--- config.mk ---
export PLATFORM = sky130hd
export DESIGN_NAME = multi_channel_dose_step_generator_core
export DESIGN_NICKNAME = d
export VERILOG_FILES = /design/src/dsg_pkg.sv /design/src/dsg_ram.sv /design/src/dsg_mul.sv /design/src/dsg_chan_step.sv /design/src/multi_channel_dose_step_generator_core.sv
export SDC_FILE = /design/constraint.sdc
export NUM_CORES = 2
export LEC_CHECK = 0
export BUFFER_PORTS_ARGS = -buffer_cell sky130_fd_sc_hd__buf_2
export CAP_MARGIN = 30
export CORE_MARGIN = 4
export CORE_UTILIZATION = 61
export DETAILED_ROUTE_END_ITERATION = 10
export GPL_TIMING_DRIVEN = 0
export PLACE_DENSITY_LB_ADDON = 0.3
export REMOVE_ABC_BUFFERS = 1
export SLEW_MARGIN = 15
export SYNTH_ARGS = -nofsm -noshare
export SYNTH_HDL_FRONTEND = slang
export SYNTH_SLANG_ARGS = --single-unit
--- constraint.sdc ---
create_clock -name clk -period 22.7 [get_ports clk]
set_input_delay 3.405 -clock clk [delete_from_list [all_inputs] [get_ports clk]]
set_output_delay 3.405 -clock clk [all_outputs]
set_load 0.03 [all_outputs]
--- src/dsg_pkg.sv ---
// shared types, constants and helpers of the dose step generator
// no dependencies; imported by dsg_chan_step and the core
package dsg_pkg;

    localparam int CHANNELS = 16;
    localparam int CH_W     = (CHANNELS > 1) ? $clog2(CHANNELS) : 1;
    localparam int CNT_W    = $clog2(CHANNELS + 1);
    localparam int VEC_W    = (CHANNELS > 16) ? CHANNELS : 16;

    localparam logic OP_TICK  = 1'b0;
    localparam logic OP_START = 1'b1;

    localparam logic [1:0] REG_PULSES_ML      = 2'd0;
    localparam logic [1:0] REG_PULSES_TENTH   = 2'd1;
    localparam logic [1:0] REG_PULSES_HUNDRED = 2'd2;
    localparam logic [1:0] REG_SLOW_DIVIDER   = 2'd3;

    localparam logic [15:0] PULSES_ML_RESET      = 16'd322;
    localparam logic [15:0] PULSES_TENTH_RESET   = 16'd33;
    localparam logic [15:0] PULSES_HUNDRED_RESET = 16'd10;
    localparam logic [2:0]  SLOW_DIVIDER_RESET   = 3'd5;

    // x / 100 = ((x >> 2) * 41944) >> 20 and x / 10 = (x * 103) >> 10 over the ranges used
    localparam logic [15:0] RECIP_100 = 16'd41944;
    localparam logic [15:0] RECIP_10  = 16'd103;
    localparam logic [15:0] CONST_100 = 16'd100;
    localparam logic [15:0] CONST_10  = 16'd10;

    typedef enum logic [3:0] {
        S_IDLE,
        S_SPLIT_HI,
        S_SPLIT_BACK,
        S_SPLIT_REM,
        S_SPLIT_TEN,
        S_MUL_WHOLE,
        S_MUL_TENTH,
        S_MUL_HUND,
        S_SUM,
        S_LOAD,
        S_TICK,
        S_RESULT
    } state_t;

    typedef struct packed {
        logic [15:0] period_left;
        logic [15:0] period_setting;
        logic [31:0] fast_left;
        logic [31:0] slow_left;
        logic [2:0]  slow_wait;
    } chan_rec_t;

    localparam int REC_W = $bits(chan_rec_t);

    typedef struct packed {
        logic toggle;
        logic stop;
    } step_ctl_t;

    function automatic logic [15:0] low16(input logic [CHANNELS-1:0] v);
        logic [VEC_W-1:0] w;
        w = VEC_W'(v);
        return w[15:0];
    endfunction

endpackage

--- src/dsg_ram.sv ---
// generic single write port ram with registered read
// no dependencies
module dsg_ram #(
    parameter int WIDTH = 8,
    parameter int DEPTH = 16
) (
    input  logic                                         clk,
    input  logic                                         wr_en,
    input  logic [((DEPTH > 1) ? $clog2(DEPTH) : 1)-1:0] wr_addr,
    input  logic [WIDTH-1:0]                             wr_data,
    input  logic [((DEPTH > 1) ? $clog2(DEPTH) : 1)-1:0] rd_addr,
    output logic [WIDTH-1:0]                             rd_data
);

    logic [WIDTH-1:0] mem [DEPTH];

    always_ff @(posedge clk)
    begin
        if (wr_en)
        begin
            mem[wr_addr] <= wr_data;
        end
        rd_data <= mem[rd_addr];
    end

endmodule

--- src/dsg_mul.sv ---
// shared 16 x 16 multiplier with registered product
// depends on nothing but the operands chosen by the sequencer
module dsg_mul (
    input  logic        clk,
    input  logic [15:0] a,
    input  logic [15:0] b,
    output logic [31:0] prod
);

    always_ff @(posedge clk)
    begin
        prod <= a * b;
    end

endmodule

--- src/dsg_chan_step.sv ---
// one tick of one channel record: period count, fast and slow phase, stop
// depends on dsg_pkg
module dsg_chan_step (
    input  dsg_pkg::chan_rec_t rec,
    input  logic [2:0]         slow_divider,
    output dsg_pkg::chan_rec_t rec_next,
    output dsg_pkg::step_ctl_t ctl
);

    import dsg_pkg::*;

    always_comb
    begin
        rec_next   = rec;
        ctl.toggle = 1'b0;
        ctl.stop   = 1'b0;
        if (rec.period_left != 16'd0)
        begin
            rec_next.period_left = rec.period_left - 16'd1;
        end
        else
        begin
            rec_next.period_left = rec.period_setting;
            if (rec.fast_left != 32'd0)
            begin
                rec_next.fast_left = rec.fast_left - 32'd1;
                ctl.toggle         = 1'b1;
            end
            else if (rec.slow_left != 32'd0)
            begin
                if (rec.slow_wait < slow_divider)
                begin
                    rec_next.slow_wait = rec.slow_wait + 3'd1;
                end
                else
                begin
                    rec_next.slow_wait = 3'd0;
                    rec_next.slow_left = rec.slow_left - 32'd1;
                    ctl.toggle         = 1'b1;
                end
            end
            else
            begin
                ctl.stop = 1'b1;
            end
        end
    end

endmodule

--- src/multi_channel_dose_step_generator_core.sv ---
// start item: split, multiply, sum and load states, then the result state (shared multiplier, 7 products)
// tick item: a sweep over all CHANNELS records before the result state, one channel record
// per cycle through the record ram read and write ports
// one item at a time; the next item is taken once the result sits in the output register
// reset: all channels idle with motors disabled, step and direction low, registers at
// defaults; the record ram is not cleared, a start loads every field it uses
module multi_channel_dose_step_generator_core (
    input  logic        clk,
    input  logic        rst_n,
    input  logic        item_valid,
    output logic        item_stall,
    input  logic        operation,
    input  logic [3:0]  channel,
    input  logic [15:0] volume_hundredths,
    input  logic [15:0] step_period,
    input  logic        pump_direction,
    output logic        result_valid,
    input  logic        result_stall,
    output logic [15:0] step_lines,
    output logic [15:0] motors_disabled,
    output logic [15:0] direction_lines,
    output logic [15:0] channels_busy,
    output logic [15:0] channels_finished,
    input  logic        cfg_valid,
    output logic        cfg_ready,
    input  logic [1:0]  cfg_index,
    input  logic [15:0] cfg_data
);

    import dsg_pkg::*;

    state_t state_reg, state_next;

    logic [15:0] ppm_reg, pptm_reg, pphm_reg;
    logic [2:0]  div_reg;

    logic [15:0] vol_reg, vol_next;
    logic [15:0] period_reg, period_next;
    logic        pdir_reg, pdir_next;
    logic [3:0]  chan_reg, chan_next;

    logic [9:0]  whole_reg, whole_next;
    logic [6:0]  rem_reg, rem_next;
    logic [3:0]  tenth_reg, tenth_next;
    logic [3:0]  hund_reg, hund_next;
    logic [31:0] fast_reg, fast_next;
    logic [31:0] slow_reg, slow_next;

    logic [CNT_W-1:0] tick_cnt_reg, tick_cnt_next;
    logic [CNT_W-1:0] tick_prev;
    logic [CH_W-1:0]  proc_addr;
    logic [CH_W-1:0]  chan_addr;
    logic             chan_ok;

    logic [CHANNELS-1:0] running_reg, running_next;
    logic [CHANNELS-1:0] step_reg, step_next;
    logic [CHANNELS-1:0] dirs_reg, dirs_next;
    logic [CHANNELS-1:0] dis_reg, dis_next;
    logic [CHANNELS-1:0] fin_reg, fin_next;

    logic        result_valid_reg, result_valid_next;
    logic [15:0] out_step_reg, out_step_next;
    logic [15:0] out_dis_reg, out_dis_next;
    logic [15:0] out_dir_reg, out_dir_next;
    logic [15:0] out_busy_reg, out_busy_next;
    logic [15:0] out_fin_reg, out_fin_next;

    logic [15:0] mul_a, mul_b;
    logic [31:0] prod;
    logic [15:0] rem_calc;
    logic [6:0]  hund_calc;
    logic [31:0] fast_tot, slow_tot;

    logic            ram_we;
    logic [CH_W-1:0] ram_wr_addr;
    chan_rec_t       ram_wr_data;
    chan_rec_t       ram_rd_data;
    chan_rec_t       upd_rec;
    step_ctl_t       upd_ctl;

    dsg_mul u_mul (
        .clk  (clk),
        .a    (mul_a),
        .b    (mul_b),
        .prod (prod)
    );

    dsg_ram #(
        .WIDTH (REC_W),
        .DEPTH (CHANNELS)
    ) u_rec_ram (
        .clk     (clk),
        .wr_en   (ram_we),
        .wr_addr (ram_wr_addr),
        .wr_data (ram_wr_data),
        .rd_addr (tick_cnt_reg[CH_W-1:0]),
        .rd_data (ram_rd_data)
    );

    dsg_chan_step u_step (
        .rec          (ram_rd_data),
        .slow_divider (div_reg),
        .rec_next     (upd_rec),
        .ctl          (upd_ctl)
    );

    assign item_stall        = (state_reg != S_IDLE);
    assign cfg_ready         = 1'b1;
    assign result_valid      = result_valid_reg;
    assign step_lines        = out_step_reg;
    assign motors_disabled   = out_dis_reg;
    assign direction_lines   = out_dir_reg;
    assign channels_busy     = out_busy_reg;
    assign channels_finished = out_fin_reg;

    assign tick_prev = tick_cnt_reg - CNT_W'(1);
    assign proc_addr = tick_prev[CH_W-1:0];
    assign chan_addr = CH_W'(chan_reg);
    assign chan_ok   = (32'(chan_reg) < CHANNELS);
    assign rem_calc  = vol_reg - prod[15:0];
    assign hund_calc = rem_reg - prod[6:0];
    assign fast_tot  = {fast_reg[30:0], 1'b0};
    assign slow_tot  = {slow_reg[30:0], 1'b0};

    // next state
    always_comb
    begin
        state_next = state_reg;
        case (state_reg)
            S_IDLE:
            begin
                if (item_valid)
                begin
                    state_next = (operation == OP_START) ? S_SPLIT_HI : S_TICK;
                end
            end
            S_SPLIT_HI:   state_next = S_SPLIT_BACK;
            S_SPLIT_BACK: state_next = S_SPLIT_REM;
            S_SPLIT_REM:  state_next = S_SPLIT_TEN;
            S_SPLIT_TEN:  state_next = S_MUL_WHOLE;
            S_MUL_WHOLE:  state_next = S_MUL_TENTH;
            S_MUL_TENTH:  state_next = S_MUL_HUND;
            S_MUL_HUND:   state_next = S_SUM;
            S_SUM:        state_next = S_LOAD;
            S_LOAD:       state_next = S_RESULT;
            S_TICK:
            begin
                if (tick_cnt_reg == CNT_W'(CHANNELS))
                begin
                    state_next = S_RESULT;
                end
            end
            S_RESULT:
            begin
                if (!result_valid_reg || !result_stall)
                begin
                    state_next = S_IDLE;
                end
            end
            default: state_next = S_IDLE;
        endcase
    end

    // datapath and outputs
    always_comb
    begin
        vol_next          = vol_reg;
        period_next       = period_reg;
        pdir_next         = pdir_reg;
        chan_next         = chan_reg;
        whole_next        = whole_reg;
        rem_next          = rem_reg;
        tenth_next        = tenth_reg;
        hund_next         = hund_reg;
        fast_next         = fast_reg;
        slow_next         = slow_reg;
        tick_cnt_next     = tick_cnt_reg;
        running_next      = running_reg;
        step_next         = step_reg;
        dirs_next         = dirs_reg;
        dis_next          = dis_reg;
        fin_next          = fin_reg;
        out_step_next     = out_step_reg;
        out_dis_next      = out_dis_reg;
        out_dir_next      = out_dir_reg;
        out_busy_next     = out_busy_reg;
        out_fin_next      = out_fin_reg;
        result_valid_next = result_valid_reg && result_stall;
        mul_a             = 16'd0;
        mul_b             = 16'd0;
        ram_we            = 1'b0;
        ram_wr_addr       = proc_addr;
        ram_wr_data       = upd_rec;

        case (state_reg)
            S_IDLE:
            begin
                if (item_valid)
                begin
                    vol_next      = volume_hundredths;
                    period_next   = step_period;
                    pdir_next     = pump_direction;
                    chan_next     = channel;
                    tick_cnt_next = '0;
                    fin_next      = '0;
                end
            end
            S_SPLIT_HI:
            begin
                mul_a = {2'b00, vol_reg[15:2]};
                mul_b = RECIP_100;
            end
            S_SPLIT_BACK:
            begin
                whole_next = prod[29:20];
                mul_a      = 16'(prod[29:20]);
                mul_b      = CONST_100;
            end
            S_SPLIT_REM:
            begin
                rem_next = rem_calc[6:0];
                mul_a    = 16'(rem_calc[6:0]);
                mul_b    = RECIP_10;
            end
            S_SPLIT_TEN:
            begin
                tenth_next = prod[13:10];
                mul_a      = 16'(prod[13:10]);
                mul_b      = CONST_10;
            end
            S_MUL_WHOLE:
            begin
                hund_next = hund_calc[3:0];
                mul_a     = 16'(whole_reg);
                mul_b     = ppm_reg;
            end
            S_MUL_TENTH:
            begin
                fast_next = prod;
                mul_a     = 16'(tenth_reg);
                mul_b     = pptm_reg;
            end
            S_MUL_HUND:
            begin
                slow_next = prod;
                mul_a     = 16'(hund_reg);
                mul_b     = pphm_reg;
            end
            S_SUM:
            begin
                slow_next = slow_reg + prod;
            end
            S_LOAD:
            begin
                ram_wr_addr                = chan_addr;
                ram_wr_data.period_left    = period_reg;
                ram_wr_data.period_setting = period_reg;
                ram_wr_data.slow_wait      = 3'd0;
                if (fast_tot != 32'd0)
                begin
                    ram_wr_data.fast_left = fast_tot + slow_tot;
                    ram_wr_data.slow_left = 32'd0;
                end
                else
                begin
                    ram_wr_data.fast_left = 32'd0;
                    ram_wr_data.slow_left = slow_tot;
                end
                if (chan_ok)
                begin
                    ram_we                  = 1'b1;
                    running_next[chan_addr] = 1'b1;
                    dis_next[chan_addr]     = 1'b0;
                    dirs_next[chan_addr]    = pdir_reg;
                end
            end
            S_TICK:
            begin
                if (tick_cnt_reg != CNT_W'(CHANNELS))
                begin
                    tick_cnt_next = tick_cnt_reg + CNT_W'(1);
                end
                if (tick_cnt_reg != '0 && running_reg[proc_addr])
                begin
                    ram_we = 1'b1;
                    if (upd_ctl.toggle)
                    begin
                        step_next[proc_addr] = ~step_reg[proc_addr];
                    end
                    if (upd_ctl.stop)
                    begin
                        running_next[proc_addr] = 1'b0;
                        step_next[proc_addr]    = 1'b0;
                        dis_next[proc_addr]     = 1'b1;
                        fin_next[proc_addr]     = 1'b1;
                    end
                end
            end
            S_RESULT:
            begin
                if (!result_valid_reg || !result_stall)
                begin
                    result_valid_next = 1'b1;
                    out_step_next     = low16(step_reg);
                    out_dis_next      = low16(dis_reg);
                    out_dir_next      = low16(dirs_reg);
                    out_busy_next     = low16(running_reg);
                    out_fin_next      = low16(fin_reg);
                end
            end
            default:
            begin
            end
        endcase
    end

    always_ff @(posedge clk or negedge rst_n)
    begin
        if (!rst_n)
        begin
            state_reg        <= S_IDLE;
            ppm_reg          <= PULSES_ML_RESET;
            pptm_reg         <= PULSES_TENTH_RESET;
            pphm_reg         <= PULSES_HUNDRED_RESET;
            div_reg          <= SLOW_DIVIDER_RESET;
            tick_cnt_reg     <= '0;
            running_reg      <= '0;
            step_reg         <= '0;
            dirs_reg         <= '0;
            dis_reg          <= '1;
            fin_reg          <= '0;
            result_valid_reg <= 1'b0;
        end
        else
        begin
            state_reg        <= state_next;
            tick_cnt_reg     <= tick_cnt_next;
            running_reg      <= running_next;
            step_reg         <= step_next;
            dirs_reg         <= dirs_next;
            dis_reg          <= dis_next;
            fin_reg          <= fin_next;
            result_valid_reg <= result_valid_next;
            if (cfg_valid && cfg_ready)
            begin
                case (cfg_index)
                    REG_PULSES_ML:      ppm_reg  <= cfg_data;
                    REG_PULSES_TENTH:   pptm_reg <= cfg_data;
                    REG_PULSES_HUNDRED: pphm_reg <= cfg_data;
                    REG_SLOW_DIVIDER:   div_reg  <= cfg_data[2:0];
                    default:
                    begin
                    end
                endcase
            end
        end
    end

    always_ff @(posedge clk)
    begin
        vol_reg      <= vol_next;
        period_reg   <= period_next;
        pdir_reg     <= pdir_next;
        chan_reg     <= chan_next;
        whole_reg    <= whole_next;
        rem_reg      <= rem_next;
        tenth_reg    <= tenth_next;
        hund_reg     <= hund_next;
        fast_reg     <= fast_next;
        slow_reg     <= slow_next;
        out_step_reg <= out_step_next;
        out_dis_reg  <= out_dis_next;
        out_dir_reg  <= out_dir_next;
        out_busy_reg <= out_busy_next;
        out_fin_reg  <= out_fin_next;
    end

    assert property (@(posedge clk) disable iff (!rst_n)
        (running_reg & dis_reg) == '0)
        else $error("channel running with motor disabled");

    assert property (@(posedge clk) disable iff (!rst_n)
        (dis_reg & step_reg) == '0)
        else $error("step line high on a disabled channel");

    assert property (@(posedge clk) disable iff (!rst_n)
        (state_reg == S_TICK) |-> (tick_cnt_reg <= CNT_W'(CHANNELS)))
        else $error("tick sweep ran past the last channel");

endmodule

Word-level counts from Yosys, hierarchy flattened

Memories as Yosys holds them, arrays and structs flattened. A register that Yosys moved wholly into a read port is not among the register bits.
Index checks and enable logic that the tools add are counted.

Bitwise gates (word level): 9
Equality and inequality tests: 22
Multipliers: 1
Add/sub/neg operators: 10
Order comparisons: 5
Reductions and logical operators: 29
Muxes and demuxes: 57

Operators with widths:

| operator                                                             | count |
|---|---|
| 16-bit 2-to-1 mux                                                    | 12 |
| 16-bit one-hot mux with 7 select lines                               | 1 |
| 99-bit 2-to-1 mux                                                    | 1 |
| 14-bit one-hot mux with 7 select lines                               | 1 |
| 16-bit one-hot mux with 2 select lines                               | 3 |
| 32-bit nonzero test                                                  | 3 |
| 35-bit 2-to-1 mux                                                    | 2 |
| 67-bit 2-to-1 mux                                                    | 1 |
| 32-bit 2-to-1 mux                                                    | 2 |
| 64-bit 2-to-1 mux                                                    | 1 |
| 32-bit one-hot mux with 2 select lines                               | 1 |
| 32-bit by 1-bit subtractor with 32-bit output, second input constant | 2 |
| 16-bit AND                                                           | 3 |
| 16-bit OR                                                            | 3 |
| 4-bit one-hot mux with 12 select lines                               | 1 |
| 31-bit by 32-bit adder with 32-bit output                            | 1 |
| 32-bit by 30-bit adder with 32-bit output                            | 1 |
| 16-bit bitwise mux                                                   | 2 |
| 16-bit inverter                                                      | 2 |
| 14-bit by 16-bit multiplier with 30-bit output                       | 1 |
| 4-bit 2-to-1 mux                                                     | 5 |
| 4-bit by 3-bit == test with 1-bit output, second input constant      | 4 |
| 4-bit == test, second input constant                                 | 4 |
| 16-bit nonzero test                                                  | 1 |
| other kinds (37)                                                     | 75 |

Bits in writable memories: 1584
Memories: 1
Logic and storage cells: 162
Input port bits: 61
Output and inout port bits: 83
Register bits after elaboration: 372

Memory list:

| memory        | depth | bits a word | rd ports | clocked after Yosys merged registers in | write ports | line          | RTL |
|---|---|---|---|---|---|---|---|
| u_rec_ram.mem | 16    | 99          | 1        | 1                                       | 1           | dsg_ram.sv:15 | `logic [WIDTH-1:0] mem [DEPTH];` |

Depth between registers and ports, before layout

Word-level depth: 11
Mapped depth: 33
Mapped depth without buffers: 32

By module

From an unflattened synthesis, not the netlist that was laid out.

Cell total of the unflattened synthesis: 5542
Area, all modules: 90729.5 µm²

By module, submodules not included:

| module                                 | cells each | instances | area each (µm²) |
|---|---|---|---|
| dsg_ram                                | 2534       | 1         | 61208.7 |
| multi_channel_dose_step_generator_core | 1672       | 1         | 18041.1 |
| dsg_mul                                | 1010       | 1         | 9248.9 |
| dsg_chan_step                          | 326        | 1         | 2230.9 |

Worst setup path before layout

OpenSTA, ideal clock, no wires.

Path kind: register to register
Start point: reg tick_cnt_reg[0]
End point: mem u_rec_ram.mem[13][0] (netlist name), enable pin
Data required time: 22.131 ns
Buffers on the path: 5
Stages on the path, launching flop included: 14
Slack: 14.412 ns
Data arrival time: 7.720 ns
Clock period less this slack: 8.288 ns
Cell sequence: dfrtp_1 buf_2 buf_1 clkbuf_1 clkbuf_1 inv_1 ha_1 clkbuf_1 mux4_2 mux4_2 o211ai_1 nor2_1 a32oi_1 nor2b_1

Longest elaborated chain between the ends: 8

RTL lines:

| item                                        | line                                          | RTL |
|---|---|---|
| start, declared                             | multi_channel_dose_step_generator_core.sv:49  | `logic [CNT_W-1:0] tick_cnt_reg, tick_cnt_next;` |
| start signal, assigned                      | multi_channel_dose_step_generator_core.sv:337 | `tick_cnt_reg <= tick_cnt_next;` |
| 4-bit by 1-bit subtractor with 4-bit output | multi_channel_dose_step_generator_core.sv:116 | `assign tick_prev = tick_cnt_reg - CNT_W'(1);` |
| 1-bit binary-select mux with 4-bit select   | multi_channel_dose_step_generator_core.sv:283 | `if (tick_cnt_reg != '0 && running_reg[proc_addr])` |
| 1-bit 2-to-1 mux (implied by the code)      | multi_channel_dose_step_generator_core.sv:283 |  |
| 1-bit logical AND                           | multi_channel_dose_step_generator_core.sv:283 |  |
| 1-bit 2-to-1 mux                            | multi_channel_dose_step_generator_core.sv:283 |  |
| 1-bit one-hot mux with 2 select lines       | multi_channel_dose_step_generator_core.sv:195 | `case (state_reg)` |
| 1-bit 2-to-1 mux                            | dsg_ram.sv:19                                 | `if (wr_en)` |
| 1-bit 2-to-1 mux (implied by the code)      | dsg_ram.sv:21                                 | `mem[wr_addr] <= wr_data;` |
| end, declared                               | dsg_ram.sv:15                                 |  |

Several ways; a longest one is shown, not always the timed one. The select of a mux whose other input is x is not followed.

Worst setup path in the final report

Start point: reg state_reg[1]
End point: reg u_mul.prod[29]

Longest elaborated chain between the ends: 3

RTL lines:

| item                                                                                             | line                                          | RTL |
|---|---|---|
| start, declared                                                                                  | multi_channel_dose_step_generator_core.sv:32  | `state_t state_reg, state_next;` |
| start signal, assigned                                                                           | multi_channel_dose_step_generator_core.sv:336 | `state_reg <= state_next;` |
| 4-bit by 3-bit == test with 1-bit output (tied with other cells)                                 | multi_channel_dose_step_generator_core.sv:195 |  |
| 14-bit one-hot mux with 7 select lines or 16-bit one-hot mux with 7 select lines (tied branches) | multi_channel_dose_step_generator_core.sv:195 |  |
| 14-bit by 16-bit multiplier with 30-bit output (*)                                               | dsg_mul.sv:12                                 | `prod <= a * b;` |
| end signal, assigned                                                                             | dsg_mul.sv:12                                 |  |
| end, declared                                                                                    | dsg_mul.sv:7                                  | `output logic [31:0] prod` |

Mark *: on every way between the ends. The rest lies on a longest branch, timed or not.
A chain may end at the register's enable or synchronous reset.

==> impl_metrics.toml <==
[timing]
max_slew_margin = 0.267
rsz0062_at_grt = "false"
min_period_over_period = 0.401
worst_pin_slew_ns = 1.10
finalHoldViolCount = 0
drv_slew = 0
period_minus_slack_ns = 9.11
finClkSkew_ns = 0.0516
setup_viol = 0
fmax_ghz = 0.110

[clock_tree]
clkLatencyLatePin_ns = 0.85
cts_max_level = 4
ctsHoldBuffers = 0
numCtsBuffers = 195
clockBufferDepth = 3
cts.repair.resized = 0
root_buffer = "clkbuf_16"
postCtsSetupRepairBufs = 0
clk_pin_slew_ns = 0.07
cts.sinks = 2054
cts_tree = "built"

[synth]
synthDistinctLibCells = 88
avgSynthCellArea_sq_um = 17.5
syn_area_sq_mm = 0.0883
synth_flop_cell = "edfxtp_1"
ys_seq_area_frac = 0.676
synth_warnings = 0
synth_cells = 5061
async_flop_share = 0.0686
synth-seq-cells = 2054
synth_edf_count = 1784

[critical_path]
critPathSlowestCell = "dfrtp_1"
crit_path_max_fanout = 18
critical_path.max_stage_delay_ns = 0.86
required_ns = 23.41
crit_type = "reg -> reg"
cp-start-kind = "flip-flop"
cp_num_buf_inv = 7
cp_top_family = "adder cells"
cp-end-kind = "flip-flop"
critPathArrivalTime_ns = 9.82
path_common_cell = "fa_1"

[power_and_ir_drop]
power_mw = 13.4
netSwitchingFraction = 0.339
ir_drop_uv = 110
p_seq_frac = 0.404
power_density_mw_per_mm2 = 133
p_clk_frac = 0.250
pwr-share-comb = 0.346
p_leak_nw = 34.7
p_sw_mw = 4.56
intPower_mw = 8.88

[routing]
wire_per_inst_microns = 29.3
vias_per_cell = 6.60
wl_microns = 219000
drtAntennaViolNets = 0
drtPass1Iterations = 5
drcViolationCount = 0
drtIter0Drc = 6332
vias = 49400

[die]
core-area_sq_mm = 0.144
die_area_sq_mm = 0.151
initial_core_util = 0.614
die_y_microns = 389
row_count = 139
boundaryPins = 144
fp.dieW_microns = 389

[global_routing]
grt_use_total = 0.294
grt_pass1_wl_microns = 329000
antenna_found_initial = 1
grt_overflow = 0
grt_max_degree = 99
grt_pass1_vias = 50400

[placement]
io_buffers = 142
dp_hpwl_microns = 131000
dp.cells = 7066
routabilityCongestion = 0.911

[hold_path]
hold_path_class = "reg -> reg"

[cells_and_area]
area_delta_synth_final_pct = 14.1
largest_register_ffs = 1584
layout-drive-gt1-share = 0.233
instances_no_fill = 7485
nets = 5816

[job]
drv_cap = 0

[outcome]
status = "finished clean"
[power by group through the flow]
stage,clock network [mW],registers (mW),logic (mW)
2_1_floorplan,0,5.62,3.59
3_3_place_gp,0,5.92,5.00
3_5_place_dp,0,5.50,4.43
4_1_cts,3.39,5.43,4.53
5_1_grt,3.56,5.45,5.06
6_report,3.36,5.43,4.65
[synth_stat cells (11+ instances only)]
master	n	share of area
a21o_1	44	0.0037
nor2_1	204	0.0087
o21ai_0	155	0.0088
and3_1	12	0.00085
nand2_1	394	0.017
and2_1	18	0.0013
or4_1	13	0.0011
nand3_1	75	0.0042
buf_1	39	0.0017
or3_1	20	0.0014
inv_1	252	0.011
nand4_1	22	0.0016
xnor2_1	94	0.0093
o22ai_1	26	0.0018
o21bai_1	18	0.0015
nor4_1	25	0.0018
dfrtp_1	116	0.033
mux2_2	71	0.0090
a211oi_1	14	0.0012
o211ai_1	14	0.0012
dfxtp_1	129	0.029
edfxtp_1	1784	0.61
fa_1	169	0.038
a21oi_1	135	0.0076
a22o_1	12	0.0012
o21a_1	23	0.0020
o31ai_1	11	0.00093
ha_1	175	0.025
dfstp_2	25	0.0074
a31oi_1	11	0.00078
nor2b_1	16	0.0011
clkbuf_1	157	0.0067
nor3_1	49	0.0028
nand2b_1	28	0.0020
xor2_1	66	0.0065
mux4_2	505	0.13
[layout by cell type, fill, tap and decap left out, types with 28 or more instances in the layout]
master     instances
nor2_1           196
nand3_1           75
edfxtp_1        1784
nor3_1            46
xnor2_1           94
nand2_1          392
buf_2            146
fa_1             169
buf_4             61
clkinv_2          34
o21ai_0          110
conb_1            33
clkbuf_16        199
buf_12            40
dfxtp_1          129
dfrtp_1          112
a21oi_1          131
xor2_1            66
mux4_2           505
mux2_2            71
a21o_1            44
o21ai_1           49
clkbuf_1          48
ha_1             175
nand2b_1          28
buf_16            59
inv_1            251
[layer usage]
layer,global-route usage,share of wire
met1,0.416,0.38
met4,0.105,0.036
met2,0.470,0.49
met3,0.0521,0.095
met5,0,0
[cell type report]
cell class                 instances  area, sq um
clock buffer                     266         5420
antenna                            1         2.50
timing repair buffer             326         3800
tap                             1903         2380
sequential                      2054        59700
multi-input combinational       2581        27300
inverter                         253          952
clock inverter                   101         1230
fill                            8524        43100
[path summary, 6_finish.rpt]
kind,depth (start not counted),start,slack (ns),end
worst max register to register,29,state_reg[1],13.59,u_mul.prod[29]
worst max-delay path,29,state_reg[1],13.59,u_mul.prod[29]
min in group asynchronous,1,rst_n,2.48,pphm_reg[5]
worst min-delay path,0,dirs_reg[12],0.45,direction_lines[12]
max in group asynchronous,2,rst_n,19.40,dis_reg[0]
worst min register to register,0,dirs_reg[12],0.45,direction_lines[12]
[cells by family after synthesis]
logic type | Yosys count | synth area share
xor gates and xnor gates | 160 | 0.0159
DFF | 2054 | 0.676
muxes | 585 | 0.139
adders and majority gates | 344 | 0.0631
other | 2 | 0.0000850
AOI/OAI and AO/OA | 535 | 0.0378
and+or+nand+nor | 924 | 0.0488
buffers and inverters | 457 | 0.0197
[worst register-to-register path, delay by kind of cell, from the launching register on]
kind / cells / cell delay (ns)
AO/OA/AOI/OAI: 9 / 2.56
adder cells (fa/ha/maj): 7 / 3.47
buffers and inverters: 7 / 1.26
flip-flops: 1 / 0.86
multiplexers: 1 / 0.14
AND/OR/NAND/NOR: 5 / 0.72
[through the flow]
step	hold slack [ns]	setup WS, ns	cell area (sq um)	util	TNS (ns)
finish	0.446	13.59	101000	0.701	0
global route	0.452	13.08	101000	0.701	0
CTS	0.447	13.59	100000	0.697	0
detailed placement	0.432	13.74	93700	0.651	0
global placement	0.428	-15.49	90800	0.631	-
floorplan	0.419	-0.666	87700	-	-221.41
Power figures use the tool's default switching activity.
